**src/hdl/swmv_pkg.sv**
```systemverilog
// ----------------------------------------------------------------------------
// swmv_pkg: shared types for the sliding window mean/variance block
// Request types of both channels, per-axis sample vector, square helper.
// ----------------------------------------------------------------------------
`default_nettype none

package swmv_pkg;

  localparam int unsigned AXES     = 3;
  localparam int unsigned SAMPLE_W = 8;
  localparam int unsigned MEAN_W   = 8;
  localparam int unsigned VAR_W    = 15;
  localparam int unsigned SQUARE_W = 15;

  typedef logic signed [SAMPLE_W-1:0] sample_t;
  typedef sample_t [AXES-1:0]         axis_samples_t;

  typedef struct packed {
    logic signed [SAMPLE_W-1:0] sample_x;
    logic signed [SAMPLE_W-1:0] sample_y;
    logic signed [SAMPLE_W-1:0] sample_z;
  } in_req_t;

  typedef struct packed {
    logic signed [MEAN_W-1:0] mean_x;
    logic signed [MEAN_W-1:0] mean_y;
    logic signed [MEAN_W-1:0] mean_z;
    logic [VAR_W-1:0]         variance_x;
    logic [VAR_W-1:0]         variance_y;
    logic [VAR_W-1:0]         variance_z;
  } out_req_t;

  // (-128)^2 = 16384 still fits in 15 bits
  function automatic logic [SQUARE_W-1:0] square8(input logic signed [SAMPLE_W-1:0] v);
    logic signed [2*SAMPLE_W-1:0] p;
    p = v * v;
    return p[SQUARE_W-1:0];
  endfunction

endpackage

`default_nettype wire

```
**src/hdl/swmv_ram.sv**
```systemverilog
// ----------------------------------------------------------------------------
// swmv_ram: generic single-write, single-read RAM
// Registered read; a read and write to the same address return the old data.
// ----------------------------------------------------------------------------
`default_nettype none

module swmv_ram #(
  parameter int unsigned WIDTH = 24,
  parameter int unsigned DEPTH = 32
) (
  input  wire logic                     clk_i,
  input  wire logic                     we_i,
  input  wire logic [$clog2(DEPTH)-1:0] waddr_i,
  input  wire logic [WIDTH-1:0]         wdata_i,
  input  wire logic                     re_i,
  input  wire logic [$clog2(DEPTH)-1:0] raddr_i,
  output logic      [WIDTH-1:0]         rdata_o
);

  logic [WIDTH-1:0] mem [DEPTH];
  logic [WIDTH-1:0] rdata_q;

  always_ff @(posedge clk_i) begin
    if (we_i) begin
      mem[waddr_i] <= wdata_i;
    end
    if (re_i) begin
      rdata_q <= mem[raddr_i];
    end
  end

  assign rdata_o = rdata_q;

endmodule

`default_nettype wire

```
**src/hdl/swmv_window.sv**
```systemverilog
// ----------------------------------------------------------------------------
// swmv_window: delay line and running sums
// Writes each sample into the history RAM while reading back the sample it
// replaces, then updates the per-axis sum and sum of squares.
// ----------------------------------------------------------------------------
`default_nettype none

module swmv_window
  import swmv_pkg::*;
#(
  parameter int unsigned WINDOW = 32,
  parameter int unsigned SUM_W  = 13,
  parameter int unsigned SQ_W   = 20
) (
  input  wire logic                          clk_i,
  input  wire logic                          rst_ni,
  input  wire logic                          in_valid_i,
  output logic                               in_ready_o,
  input  wire axis_samples_t                 in_samples_i,
  output logic                               out_valid_o,
  input  wire logic                          out_ready_i,
  output logic [AXES-1:0][SUM_W-1:0]         out_sum_o,
  output logic [AXES-1:0][SQ_W-1:0]          out_sq_o
);

  localparam int unsigned SLOT_W = $clog2(WINDOW);
  localparam logic [SLOT_W-1:0] LAST_SLOT = SLOT_W'(WINDOW - 1);

  logic [SLOT_W-1:0] slot_q, slot_d;
  logic              full_q, full_d;
  logic              accept;

  logic              s1_valid_q;
  logic              s1_full_q;
  axis_samples_t     s1_sample_q;
  axis_samples_t     old_samples;
  logic              s2_valid_q;
  logic              s2_en;
  logic              s1_move;

  logic signed [SUM_W-1:0] sum_q [AXES];
  logic signed [SUM_W-1:0] sum_d [AXES];
  logic        [SQ_W-1:0]  sq_q  [AXES];
  logic        [SQ_W-1:0]  sq_d  [AXES];

  assign s2_en      = !s2_valid_q || out_ready_i;
  assign s1_move    = s1_valid_q && s2_en;
  assign in_ready_o = !s1_valid_q || s2_en;
  assign accept     = in_valid_i && in_ready_o;

  swmv_ram #(
    .WIDTH (AXES * SAMPLE_W),
    .DEPTH (WINDOW)
  ) u_history (
    .clk_i   (clk_i),
    .we_i    (accept),
    .waddr_i (slot_q),
    .wdata_i (in_samples_i),
    .re_i    (accept),
    .raddr_i (slot_q),
    .rdata_o (old_samples)
  );

  always_comb begin
    slot_d = (slot_q == LAST_SLOT) ? '0 : slot_q + 1'b1;
    full_d = full_q || (slot_q == LAST_SLOT);
  end

  // the replaced sample only counts once the window has been filled
  always_comb begin
    for (int a = 0; a < AXES; a++) begin
      sum_d[a] = sum_q[a] + SUM_W'($signed(s1_sample_q[a]))
                 - (s1_full_q ? SUM_W'($signed(old_samples[a])) : '0);
      sq_d[a]  = sq_q[a] + SQ_W'(square8($signed(s1_sample_q[a])))
                 - (s1_full_q ? SQ_W'(square8($signed(old_samples[a]))) : '0);
    end
  end

  always_ff @(posedge clk_i or negedge rst_ni) begin
    if (!rst_ni) begin
      slot_q     <= '0;
      full_q     <= 1'b0;
      s1_valid_q <= 1'b0;
      s2_valid_q <= 1'b0;
      for (int a = 0; a < AXES; a++) begin
        sum_q[a] <= '0;
        sq_q[a]  <= '0;
      end
    end else begin
      if (accept) begin
        slot_q <= slot_d;
        full_q <= full_d;
      end
      if (in_ready_o) begin
        s1_valid_q <= in_valid_i;
      end
      if (s2_en) begin
        s2_valid_q <= s1_valid_q;
      end
      if (s1_move) begin
        for (int a = 0; a < AXES; a++) begin
          sum_q[a] <= sum_d[a];
          sq_q[a]  <= sq_d[a];
        end
      end
    end
  end

  always_ff @(posedge clk_i) begin
    if (accept) begin
      s1_sample_q <= in_samples_i;
      s1_full_q   <= full_q;
    end
  end

  always_comb begin
    for (int a = 0; a < AXES; a++) begin
      out_sum_o[a] = sum_q[a];
      out_sq_o[a]  = sq_q[a];
    end
  end

  assign out_valid_o = s2_valid_q;

  a_full_sticky : assert property (@(posedge clk_i) disable iff (!rst_ni)
    full_q |=> full_q)
    else $error("window full flag dropped");

  a_slot_step : assert property (@(posedge clk_i) disable iff (!rst_ni)
    accept && slot_q != LAST_SLOT |=> slot_q == $past(slot_q) + 1'b1)
    else $error("write slot did not advance by one");

  a_accept_fills_s1 : assert property (@(posedge clk_i) disable iff (!rst_ni)
    accept |=> s1_valid_q)
    else $error("accepted request missing from stage 1");

  a_s1_hold : assert property (@(posedge clk_i) disable iff (!rst_ni)
    s1_valid_q && !s2_en |=> s1_valid_q && $stable(s1_sample_q))
    else $error("stage 1 request lost while stalled");

endmodule

`default_nettype wire

```
**src/hdl/swmv_stats.sv**
```systemverilog
// ----------------------------------------------------------------------------
// swmv_stats: mean and variance from the running sums
// Divides by WINDOW through reciprocal multiplies, squares the mean and
// subtracts it from the mean of squares, in three registered stages.
// ----------------------------------------------------------------------------
`default_nettype none

module swmv_stats
  import swmv_pkg::*;
#(
  parameter int unsigned WINDOW = 32,
  parameter int unsigned SUM_W  = 13,
  parameter int unsigned SQ_W   = 20
) (
  input  wire logic                          clk_i,
  input  wire logic                          rst_ni,
  input  wire logic                          in_valid_i,
  output logic                               in_ready_o,
  input  wire logic [AXES-1:0][SUM_W-1:0]    in_sum_i,
  input  wire logic [AXES-1:0][SQ_W-1:0]     in_sq_i,
  output logic                               out_valid_o,
  input  wire logic                          out_ready_i,
  output logic [AXES-1:0][MEAN_W-1:0]        out_mean_o,
  output logic [AXES-1:0][VAR_W-1:0]         out_var_o
);

  localparam int unsigned L = $clog2(WINDOW);

  // floor(x / WINDOW) == (x * M) >> (N + L) for every N-bit x,
  // with M = ceil(2^(N+L) / WINDOW)
  localparam int unsigned SUM_SHIFT = SUM_W + L;
  localparam int unsigned SUM_M_W   = SUM_W + 2;
  localparam int unsigned SUM_P_W   = SUM_W + SUM_M_W;
  localparam logic [63:0] SUM_M_FULL =
    ((64'd1 << SUM_SHIFT) + 64'(WINDOW) - 64'd1) / 64'(WINDOW);
  localparam logic [SUM_M_W-1:0] SUM_M = SUM_M_FULL[SUM_M_W-1:0];

  localparam int unsigned SQ_SHIFT = SQ_W + L;
  localparam int unsigned SQ_M_W   = SQ_W + 2;
  localparam int unsigned SQ_P_W   = SQ_W + SQ_M_W;
  localparam logic [63:0] SQ_M_FULL =
    ((64'd1 << SQ_SHIFT) + 64'(WINDOW) - 64'd1) / 64'(WINDOW);
  localparam logic [SQ_M_W-1:0] SQ_M = SQ_M_FULL[SQ_M_W-1:0];

  logic v3_q, v4_q, vo_q;
  logic en3, en4, eno;

  logic [SUM_W-1:0]   mag      [AXES];
  logic               neg3_q   [AXES];
  logic [SUM_P_W-1:0] sump3_q  [AXES];
  logic [SQ_P_W-1:0]  sqp3_q   [AXES];

  logic [MEAN_W-1:0]  quot     [AXES];
  logic [2*MEAN_W-1:0] qq      [AXES];
  logic [MEAN_W-1:0]  mean4_q  [AXES];
  logic [VAR_W-1:0]   sqavg4_q [AXES];
  logic [VAR_W-1:0]   msq4_q   [AXES];

  logic [MEAN_W-1:0]  meano_q  [AXES];
  logic [VAR_W-1:0]   varo_q   [AXES];

  assign eno        = !vo_q || out_ready_i;
  assign en4        = !v4_q || eno;
  assign en3        = !v3_q || en4;
  assign in_ready_o = en3;

  // truncation toward zero: divide the magnitude, restore the sign later
  always_comb begin
    for (int a = 0; a < AXES; a++) begin
      mag[a]  = in_sum_i[a][SUM_W-1] ? SUM_W'(-in_sum_i[a]) : in_sum_i[a];
      quot[a] = sump3_q[a][SUM_SHIFT +: MEAN_W];
      qq[a]   = quot[a] * quot[a];
    end
  end

  always_ff @(posedge clk_i or negedge rst_ni) begin
    if (!rst_ni) begin
      v3_q <= 1'b0;
      v4_q <= 1'b0;
      vo_q <= 1'b0;
    end else begin
      if (en3) begin
        v3_q <= in_valid_i;
      end
      if (en4) begin
        v4_q <= v3_q;
      end
      if (eno) begin
        vo_q <= v4_q;
      end
    end
  end

  always_ff @(posedge clk_i) begin
    for (int a = 0; a < AXES; a++) begin
      if (en3) begin
        neg3_q[a]  <= in_sum_i[a][SUM_W-1];
        sump3_q[a] <= SUM_P_W'(mag[a]) * SUM_P_W'(SUM_M);
        sqp3_q[a]  <= SQ_P_W'(in_sq_i[a]) * SQ_P_W'(SQ_M);
      end
      if (en4) begin
        mean4_q[a]  <= neg3_q[a] ? MEAN_W'(-quot[a]) : quot[a];
        sqavg4_q[a] <= sqp3_q[a][SQ_SHIFT +: VAR_W];
        msq4_q[a]   <= qq[a][VAR_W-1:0];
      end
      if (eno) begin
        meano_q[a] <= mean4_q[a];
        varo_q[a]  <= sqavg4_q[a] - msq4_q[a];
      end
    end
  end

  always_comb begin
    for (int a = 0; a < AXES; a++) begin
      out_mean_o[a] = meano_q[a];
      out_var_o[a]  = varo_q[a];
    end
  end

  assign out_valid_o = vo_q;

  a_var_nonneg : assert property (@(posedge clk_i) disable iff (!rst_ni)
    v4_q |-> (msq4_q[0] <= sqavg4_q[0]) && (msq4_q[1] <= sqavg4_q[1])
             && (msq4_q[2] <= sqavg4_q[2]))
    else $error("squared mean exceeds mean of squares");

  a_stall_full : assert property (@(posedge clk_i) disable iff (!rst_ni)
    !in_ready_o |-> v3_q && v4_q && vo_q)
    else $error("stats pipeline stalled with a bubble");

  a_out_source : assert property (@(posedge clk_i) disable iff (!rst_ni)
    $rose(vo_q) |-> $past(v4_q))
    else $error("result appeared without a stage 4 request");

endmodule

`default_nettype wire

```
**src/hdl/sliding_window_mean_variance.sv**
```systemverilog
// ----------------------------------------------------------------------------
// sliding_window_mean_variance: per-axis moving mean and variance
// Three-axis signed 8-bit samples in, window mean and variance per axis out.
// ----------------------------------------------------------------------------
//   channel   direction  handshake              request
//   in        input      in_valid_i/in_ready_o  in_req_i  (sample_x/y/z)
//   out       output     out_valid_o/out_ready_i out_req_o (mean_*, variance_*)
//
// One request per cycle sustained while out_ready_i stays high; after its request
// is taken a result passes through history RAM read, sum update, reciprocal
// multiply, mean square and variance subtract, each a registered stage.
// No clearing pass after reset: the replaced history entry is only used once
// the window has wrapped, so unwritten data never reaches the sums.
// Stages with bubbles keep taking requests while out_ready_i is low.
// ----------------------------------------------------------------------------
`default_nettype none

module sliding_window_mean_variance
  import swmv_pkg::*;
#(
  parameter int unsigned WINDOW = 32
) (
  input  wire logic    clk_i,
  input  wire logic    rst_ni,
  input  wire logic    in_valid_i,
  output logic         in_ready_o,
  input  wire in_req_t in_req_i,
  output logic         out_valid_o,
  input  wire logic    out_ready_i,
  output out_req_t     out_req_o
);

  localparam int unsigned SUM_W = $clog2(WINDOW) + SAMPLE_W;
  localparam int unsigned SQ_W  = $clog2(WINDOW) + SQUARE_W;

  axis_samples_t                samples;
  logic                         win_valid;
  logic                         win_ready;
  logic [AXES-1:0][SUM_W-1:0]   win_sum;
  logic [AXES-1:0][SQ_W-1:0]    win_sq;
  logic [AXES-1:0][MEAN_W-1:0]  mean;
  logic [AXES-1:0][VAR_W-1:0]   variance;

  assign samples[0] = in_req_i.sample_x;
  assign samples[1] = in_req_i.sample_y;
  assign samples[2] = in_req_i.sample_z;

  swmv_window #(
    .WINDOW (WINDOW),
    .SUM_W  (SUM_W),
    .SQ_W   (SQ_W)
  ) u_window (
    .clk_i        (clk_i),
    .rst_ni       (rst_ni),
    .in_valid_i   (in_valid_i),
    .in_ready_o   (in_ready_o),
    .in_samples_i (samples),
    .out_valid_o  (win_valid),
    .out_ready_i  (win_ready),
    .out_sum_o    (win_sum),
    .out_sq_o     (win_sq)
  );

  swmv_stats #(
    .WINDOW (WINDOW),
    .SUM_W  (SUM_W),
    .SQ_W   (SQ_W)
  ) u_stats (
    .clk_i       (clk_i),
    .rst_ni      (rst_ni),
    .in_valid_i  (win_valid),
    .in_ready_o  (win_ready),
    .in_sum_i    (win_sum),
    .in_sq_i     (win_sq),
    .out_valid_o (out_valid_o),
    .out_ready_i (out_ready_i),
    .out_mean_o  (mean),
    .out_var_o   (variance)
  );

  always_comb begin
    out_req_o.mean_x     = mean[0];
    out_req_o.mean_y     = mean[1];
    out_req_o.mean_z     = mean[2];
    out_req_o.variance_x = variance[0];
    out_req_o.variance_y = variance[1];
    out_req_o.variance_z = variance[2];
  end

endmodule

`default_nettype wire
```
**config.mk**
```make
export PLATFORM = sky130hd
export DESIGN_NAME = sliding_window_mean_variance
export DESIGN_NICKNAME = d
export VERILOG_FILES = /design/src/hdl/swmv_pkg.sv /design/src/hdl/swmv_ram.sv /design/src/hdl/swmv_window.sv /design/src/hdl/swmv_stats.sv /design/src/hdl/sliding_window_mean_variance.sv
export SDC_FILE = /design/constraint.sdc
export NUM_CORES = 2
export LEC_CHECK = 0
export BUFFER_PORTS_ARGS = -buffer_cell sky130_fd_sc_hd__buf_2
export CAP_MARGIN = 0
export CORE_MARGIN = 1.5
export CORE_UTILIZATION = 40
export DETAILED_ROUTE_END_ITERATION = 10
export GPL_ROUTABILITY_DRIVEN = 0
export RECOVER_POWER = 100
export SYNTH_ARGS = -nofsm -noshare
export SYNTH_HDL_FRONTEND = slang
export SYNTH_SLANG_ARGS = --single-unit
export TNS_END_PERCENT = 50
```
**constraint.sdc**
```tcl
create_clock -name clk_i -period 7.6 [get_ports clk_i]
set_clock_uncertainty 0.15 [all_clocks]
set_input_delay 0.38 -clock clk_i [delete_from_list [all_inputs] [get_ports clk_i]]
set_output_delay 0.38 -clock clk_i [all_outputs]
set_load 0.005 [all_outputs]
```
== Word level (Yosys, flattened, before mapping) ==
Memory sizes are Yosys's and may differ from the RTL's. A register that Yosys moved wholly into a read port is not among the register bits.
Index checks and enable logic that the tools add are counted.
Word-level totals
  bits in latches: 0
  input bits: 28
  flip-flop bits (word level): 135
  memories: 9
  RAM bits: 1053
  bits in read-only memories: 0
  word-level logic and storage cells: 92
Memory list
  u_window.u_history.mem: depth 32, bits a word 24, rd ports 1, clocked after Yosys merged registers in 1, write ports 1, line swmv_ram.sv:20  | logic [WIDTH-1:0] mem [DEPTH];
  u_stats.sqp3_q: depth 3, bits a word 20, rd ports 3, clocked after Yosys merged registers in 0, write ports 3, line swmv_stats.sv:51  | logic [SQ_P_W-1:0] sqp3_q [AXES];
  u_stats.msq4_q: depth 3, bits a word 15, rd ports 3, clocked after Yosys merged registers in 0, write ports 3, line swmv_stats.sv:57  | logic [VAR_W-1:0] msq4_q [AXES];
  u_stats.sqavg4_q: depth 3, bits a word 15, rd ports 3, clocked after Yosys merged registers in 0, write ports 3, line swmv_stats.sv:56  | logic [VAR_W-1:0] sqavg4_q [AXES];
  u_stats.varo_q: depth 3, bits a word 15, rd ports 3, clocked after Yosys merged registers in 0, write ports 3, line swmv_stats.sv:60  | logic [VAR_W-1:0] varo_q [AXES];
  u_stats.sump3_q: depth 3, bits a word 13, rd ports 3, clocked after Yosys merged registers in 0, write ports 3, line swmv_stats.sv:50  | logic [SUM_P_W-1:0] sump3_q [AXES];
  +3 memories
Operators by class
  shifts and indexed selects: 0
  multipliers: 9
  reductions and logical operators: 13
  div/mod/pow operators: 0
  bitwise operators: 0
  add/sub/neg operators: 22
  order comparisons: 0
  equality and inequality tests: 1
  multiplexer cells: 21
Operators with widths (count)
  8-bit by 8-bit multiplier with 15-bit output: 9
  13-bit 2-to-1 mux: 6
  20-bit by 15-bit adder with 20-bit output: 3
  20-bit subtractor: 3
  15-bit 2-to-1 mux: 3
  15-bit subtractor: 3
  13-bit adder: 3
  13-bit negation: 3
  13-bit subtractor: 3
  8-bit 2-to-1 mux: 3
  8-bit negation: 3
  1-bit 2-to-1 mux: 8
  1-bit logical OR: 6
  5-bit by 1-bit adder with 5-bit output (second input constant): 1
  5-bit equality test (second input constant): 1
  1-bit zero test: 5
  5-bit 2-to-1 mux: 1
  1-bit logical AND: 2

== Longest topological paths before layout ==
  word-level depth: 9
  mapped depth: 28

== Cells and area by module ==
From an unflattened synthesis, not the netlist that was laid out.
Unflattened totals
  cell total of the unflattened synthesis: 5415
  area total of the unflattened synthesis: 68030.2 um^2
By module, submodules not included
  swmv_ram: cells an instance 1711, area an instance 30720.7 um^2, times used 1
  swmv_window: cells an instance 2456, area an instance 22152.5 um^2, times used 1
  swmv_stats: cells an instance 1248, area an instance 15157.0 um^2, times used 1

== Worst setup path before layout ==
Ideal clock, no wire load.
  path type: register -> register
  start: register u_window.s1_sample_q[7] (netlist name)
  end: register u_window.sq_q (netlist bit u_window.out_sq_o[18])
  setup time: 69 ps
  clock period less this slack: 6499 ps
  path slack: 1101 ps
  path buffers: 0
  stages on the path, launching flop included: 25
  arrival: 6280 ps
  cell sequence: edfxtp_1 > inv_1 > fa_1 > inv_1 > fa_1 > fa_1 > inv_1 > fa_1 > inv_1 > ha_1 > a21oi_1 > nor2b_1 > o21a_1 > o41ai_1 > o21ai_0 > xnor2_1 > fa_1 > inv_1 > ha_1 > a21o_1 > a21oi_1 > nand2_1 > a21o_1 > or3_1 > nand3_1
Between the ends
  word-level cells in the longest chain between the ends: 3
Ends and longest elaborated chain
  start: declaration: line swmv_window.sv:35  | axis_samples_t s1_sample_q;
  start signal: assignment: line swmv_window.sv:111  | s1_sample_q <= in_samples_i;
  8-bit by 8-bit multiplier with 15-bit output: line swmv_pkg.sv:36  | p = v * v;
  20-bit by 15-bit adder with 20-bit output: line swmv_window.sv:74  | sq_d[a] = sq_q[a] + SQ_W'(square8($signed(s1_sample_q[a])))
  20-bit subtractor: line swmv_window.sv:75  | - (s1_full_q ? SQ_W'(square8($signed(old_samples[a]))) : '0);
  end signal: indexed assignment: line swmv_window.sv:103  | sq_q[a] <= sq_d[a];
  end: declaration: line swmv_window.sv:43  | logic [SQ_W-1:0] sq_q [AXES];
Every way passes these cells.
A chain may end at the register's enable or synchronous reset.

==> metrics <==
DRC errors left 0; final hold viol count 0; PnR worst setup slack 0.551 ns; wire length per cell a little under 20 µm; first-pass GRT wire length ~230000 µm; final antenna-violating net count 0; synthesized area approximately 0.067 mm²; Starting Density 0.403; H-Tree Depth 3; Post-Synthesis Cells between 5000 and 6000; Max Cap Viol 42; CP max-delay cell clkbuf_1; worst path cell trace clkbuf_1, clkbuf_4, mux4_2, a22oi_1, nand4_1; Crit Path Class register to register; Worst Hold Depth 4; Mean Syn Cell Area about 13 µm²; Iter 0 DRT Violations roughly 2800; pin count of the biggest net entering global routing 94; Synth Register Bits roughly 1200; clock slew at reported path FFs roughly 0.060 ns; Core Util, Final 0.445; Netlist cell types 73; fin crit period between 7 and 8 ns; hold_sp out_ready_i; Area Overhead vs Synth 10.3%; clock root cell clkbuf_16; WHS Endpoint u_window.s1_valid_q; via count slightly below 40000; Boundary Pins 99; Max Transition Viols Final 1207; RSZ-0062 raised after global routing false; die area 0.171 mm²; Port Buf Inserts 98; hold-fix buffer count after cts 19; CTS tree built; Chip Width 414 µm; Seq/Total Area, Yosys 0.515; max frequency 0.142 GHz; most common cell in the netlist edfxtp_1; CP Data Required Time ~7.8 ns; Post-synth EDFFs 1066; Commonest cells post-synth edfxtp_1 (1066), inv_1 (734), fa_1 (403); clk buf depth 3; Tcrit/Tclk final 0.927; Rel. slew slack -1.68; Synth area leader edfxtp_1; status finished with violations; setup TNS 0 ns; violated checks max-capacitance violations, max-slew violations; Vias/cell 5.16; Syn Nets 5857; DRT Pass-1 Iters 5; Sink Count 1176; ys flop type edfxtp_1; post_cts resized 0; Reg2Reg Depth 5; Worst-Skew Late Latency 0.75 ns; setup violators final 0; R2R Path End u_window.u_history.rdata_o[8]; R2R Setup Slk 0.55 ns; CP endpoint kind register; CP Buf/Inv Count 2; max incr delay on CP 2.53 ns; share of layout cells above drive strength 1 0.0902; yosys warns 0; Core Region 0.167 mm²; Num CTS Buffers approximately 120; Critical Path Fanout Max 69; number of global-route vias before repair between 30000 and 40000; gr usage total 0.175; setup repair bufs after CTS 0; Async S/R FF share, synth 0.0935; Worst Hold Class primary input to register; Synth top area share 0.475; dpl hpwl 99600 µm; WP data arrival 7.26 ns; Top Family by Delay on Critical Path buffers and inverters; NumNets Final 5998; Hold WS 0.102 ns; Die Y 414 µm; worst r2r src u_window.slot_q[1]; initial antenna violation count 10; pre-CTS worst setup slack 0.747 ns; grt total ovfl 0; Rows 150; final wirelength 147000 µm; Worst Setup Start Kind register; Slew @ Worst Pin 4.03 ns; top area cells in the synthesized netlist edfxtp_1 (47%), fa_1 (12%), ha_1 (7.2%)
==> state kept, by name (all words and copies together), names as in the netlist, 24 cells and up <==
| name | cells |
|---|---|
| u_window.u_history.mem | 768 |
| u_stats.msq4_q | 39 |
| u_stats.sqavg4_q | 45 |
| u_window.u_history.rdata_o | 24 |
| u_stats.meano_q | 24 |
| u_window.out_sum_o | 39 |
| u_window.out_sq_o | 60 |
| u_stats.sqp3_q | 45 |
| u_window.s1_sample_q | 24 |
| u_stats.sump3_q | 24 |
| u_stats.mean4_q | 24 |
| u_stats.varo_q | 45 |
==> cells by family after synthesis <==
| kind of cell | Yosys count | synth area share |
|---|---|---|
| DFF | 1176 | 0.515 |
| and+or+nand+nor | 997 | 0.0721 |
| buffers and inverters | 890 | 0.0500 |
| adders and majority gates | 793 | 0.192 |
| AOI/OAI and AO/OA | 688 | 0.0670 |
| xor gates and xnor gates | 285 | 0.0370 |
| muxes | 207 | 0.0665 |
==> layer usage <==
metal  GRT usage  up-vias  wire [µm]
met1       0.245    19435      66400
met2       0.282      880      69000
met5           0        -         80
met3      0.0299      198       8650
met4      0.0441       12       3240
li1            -    18106          -
==> worst max-delay path by stage <==
stage	start	endpoint	slack, ns	depth (start not counted)
global route	u_window.slot_q[1]	u_window.u_history.rdata_o[8]	0.14	5
floorplan	u_window.s1_sample_q[7]	u_window.out_sq_o[18]	1.10	24
detailed placement	u_window.u_history.rdata_o[2]	u_window.out_sq_o[18]	0.75	24
finish	u_window.slot_q[1]	u_window.u_history.rdata_o[8]	0.55	5
global placement	u_window.u_history.rdata_o[2]	u_window.out_sq_o[18]	0.79	24
CTS	u_window.u_history.rdata_o[2]	u_window.out_sq_o[18]	0.69	24
==> placed cells by master, fill, tap and decap left out, types with 15 or more instances in the layout <==
cell type | netlist | layout
nand4_1 | 40 | 40
nor2b_1 | 53 | 53
fa_1 | 403 | 403
nor2_1 | 223 | 217
a21o_1 | 74 | 74
a31oi_1 | 20 | 20
clkbuf_1 | 124 | 116
nor3_1 | 55 | 54
clkbuf_16 | 0 | 122
inv_1 | 734 | 734
mux4_2 | 192 | 192
o31ai_1 | 24 | 24
o21a_1 | 25 | 25
ha_1 | 390 | 390
and2_0 | 0 | 15
buf_4 | 0 | 18
nand2_1 | 302 | 301
clkinv_1 | 3 | 20
dlygate4sd3_1 | 0 | 19
edfxtp_1 | 1066 | 1066
a211oi_1 | 15 | 15
o21ai_0 | 154 | 156
a22oi_1 | 98 | 98
xor2_1 | 88 | 88
and3_1 | 27 | 27
nand3_1 | 59 | 59
o21bai_1 | 22 | 22
a21oi_1 | 154 | 155
and2_1 | 108 | 92
buf_2 | 27 | 30
clkinv_2 | 0 | 20
dfrtp_1 | 110 | 109
nand2b_1 | 43 | 43
xnor2_1 | 197 | 197
==> final cells by class <==
| type | count | area [µm²] |
|---|---|---|
| Fill cell | 15005 | 92800 |
| Sequential cell | 1176 | 34800 |
| Multi-Input combinational cell | 2970 | 29300 |
| Clock buffer | 158 | 3260 |
| Inverter | 739 | 2780 |
| Tap cell | 2204 | 2760 |
| Timing Repair Buffer | 169 | 895 |
| Clock inverter | 66 | 623 |
| Antenna cell | 1 | 2.50 |
==> worst min-delay path, stage by stage <==
cell and delay [ns]:
buf_2 0.09, and3b_1 0.23, nand4_1 0.16, nand2b_1 0.07
==> through the flow <==
stage / instances / area (µm²)
floorplan: 5036 / 67400
global placement: 7239 / 70800
detailed placement: 7239 / 70800
CTS: 7482 / 74900
global route: 7482 / 74400
finish: 7483 / 74400
Power is not shown: default switching activity piles up to over one toggle a cycle in this logic, so the estimate is an artifact.
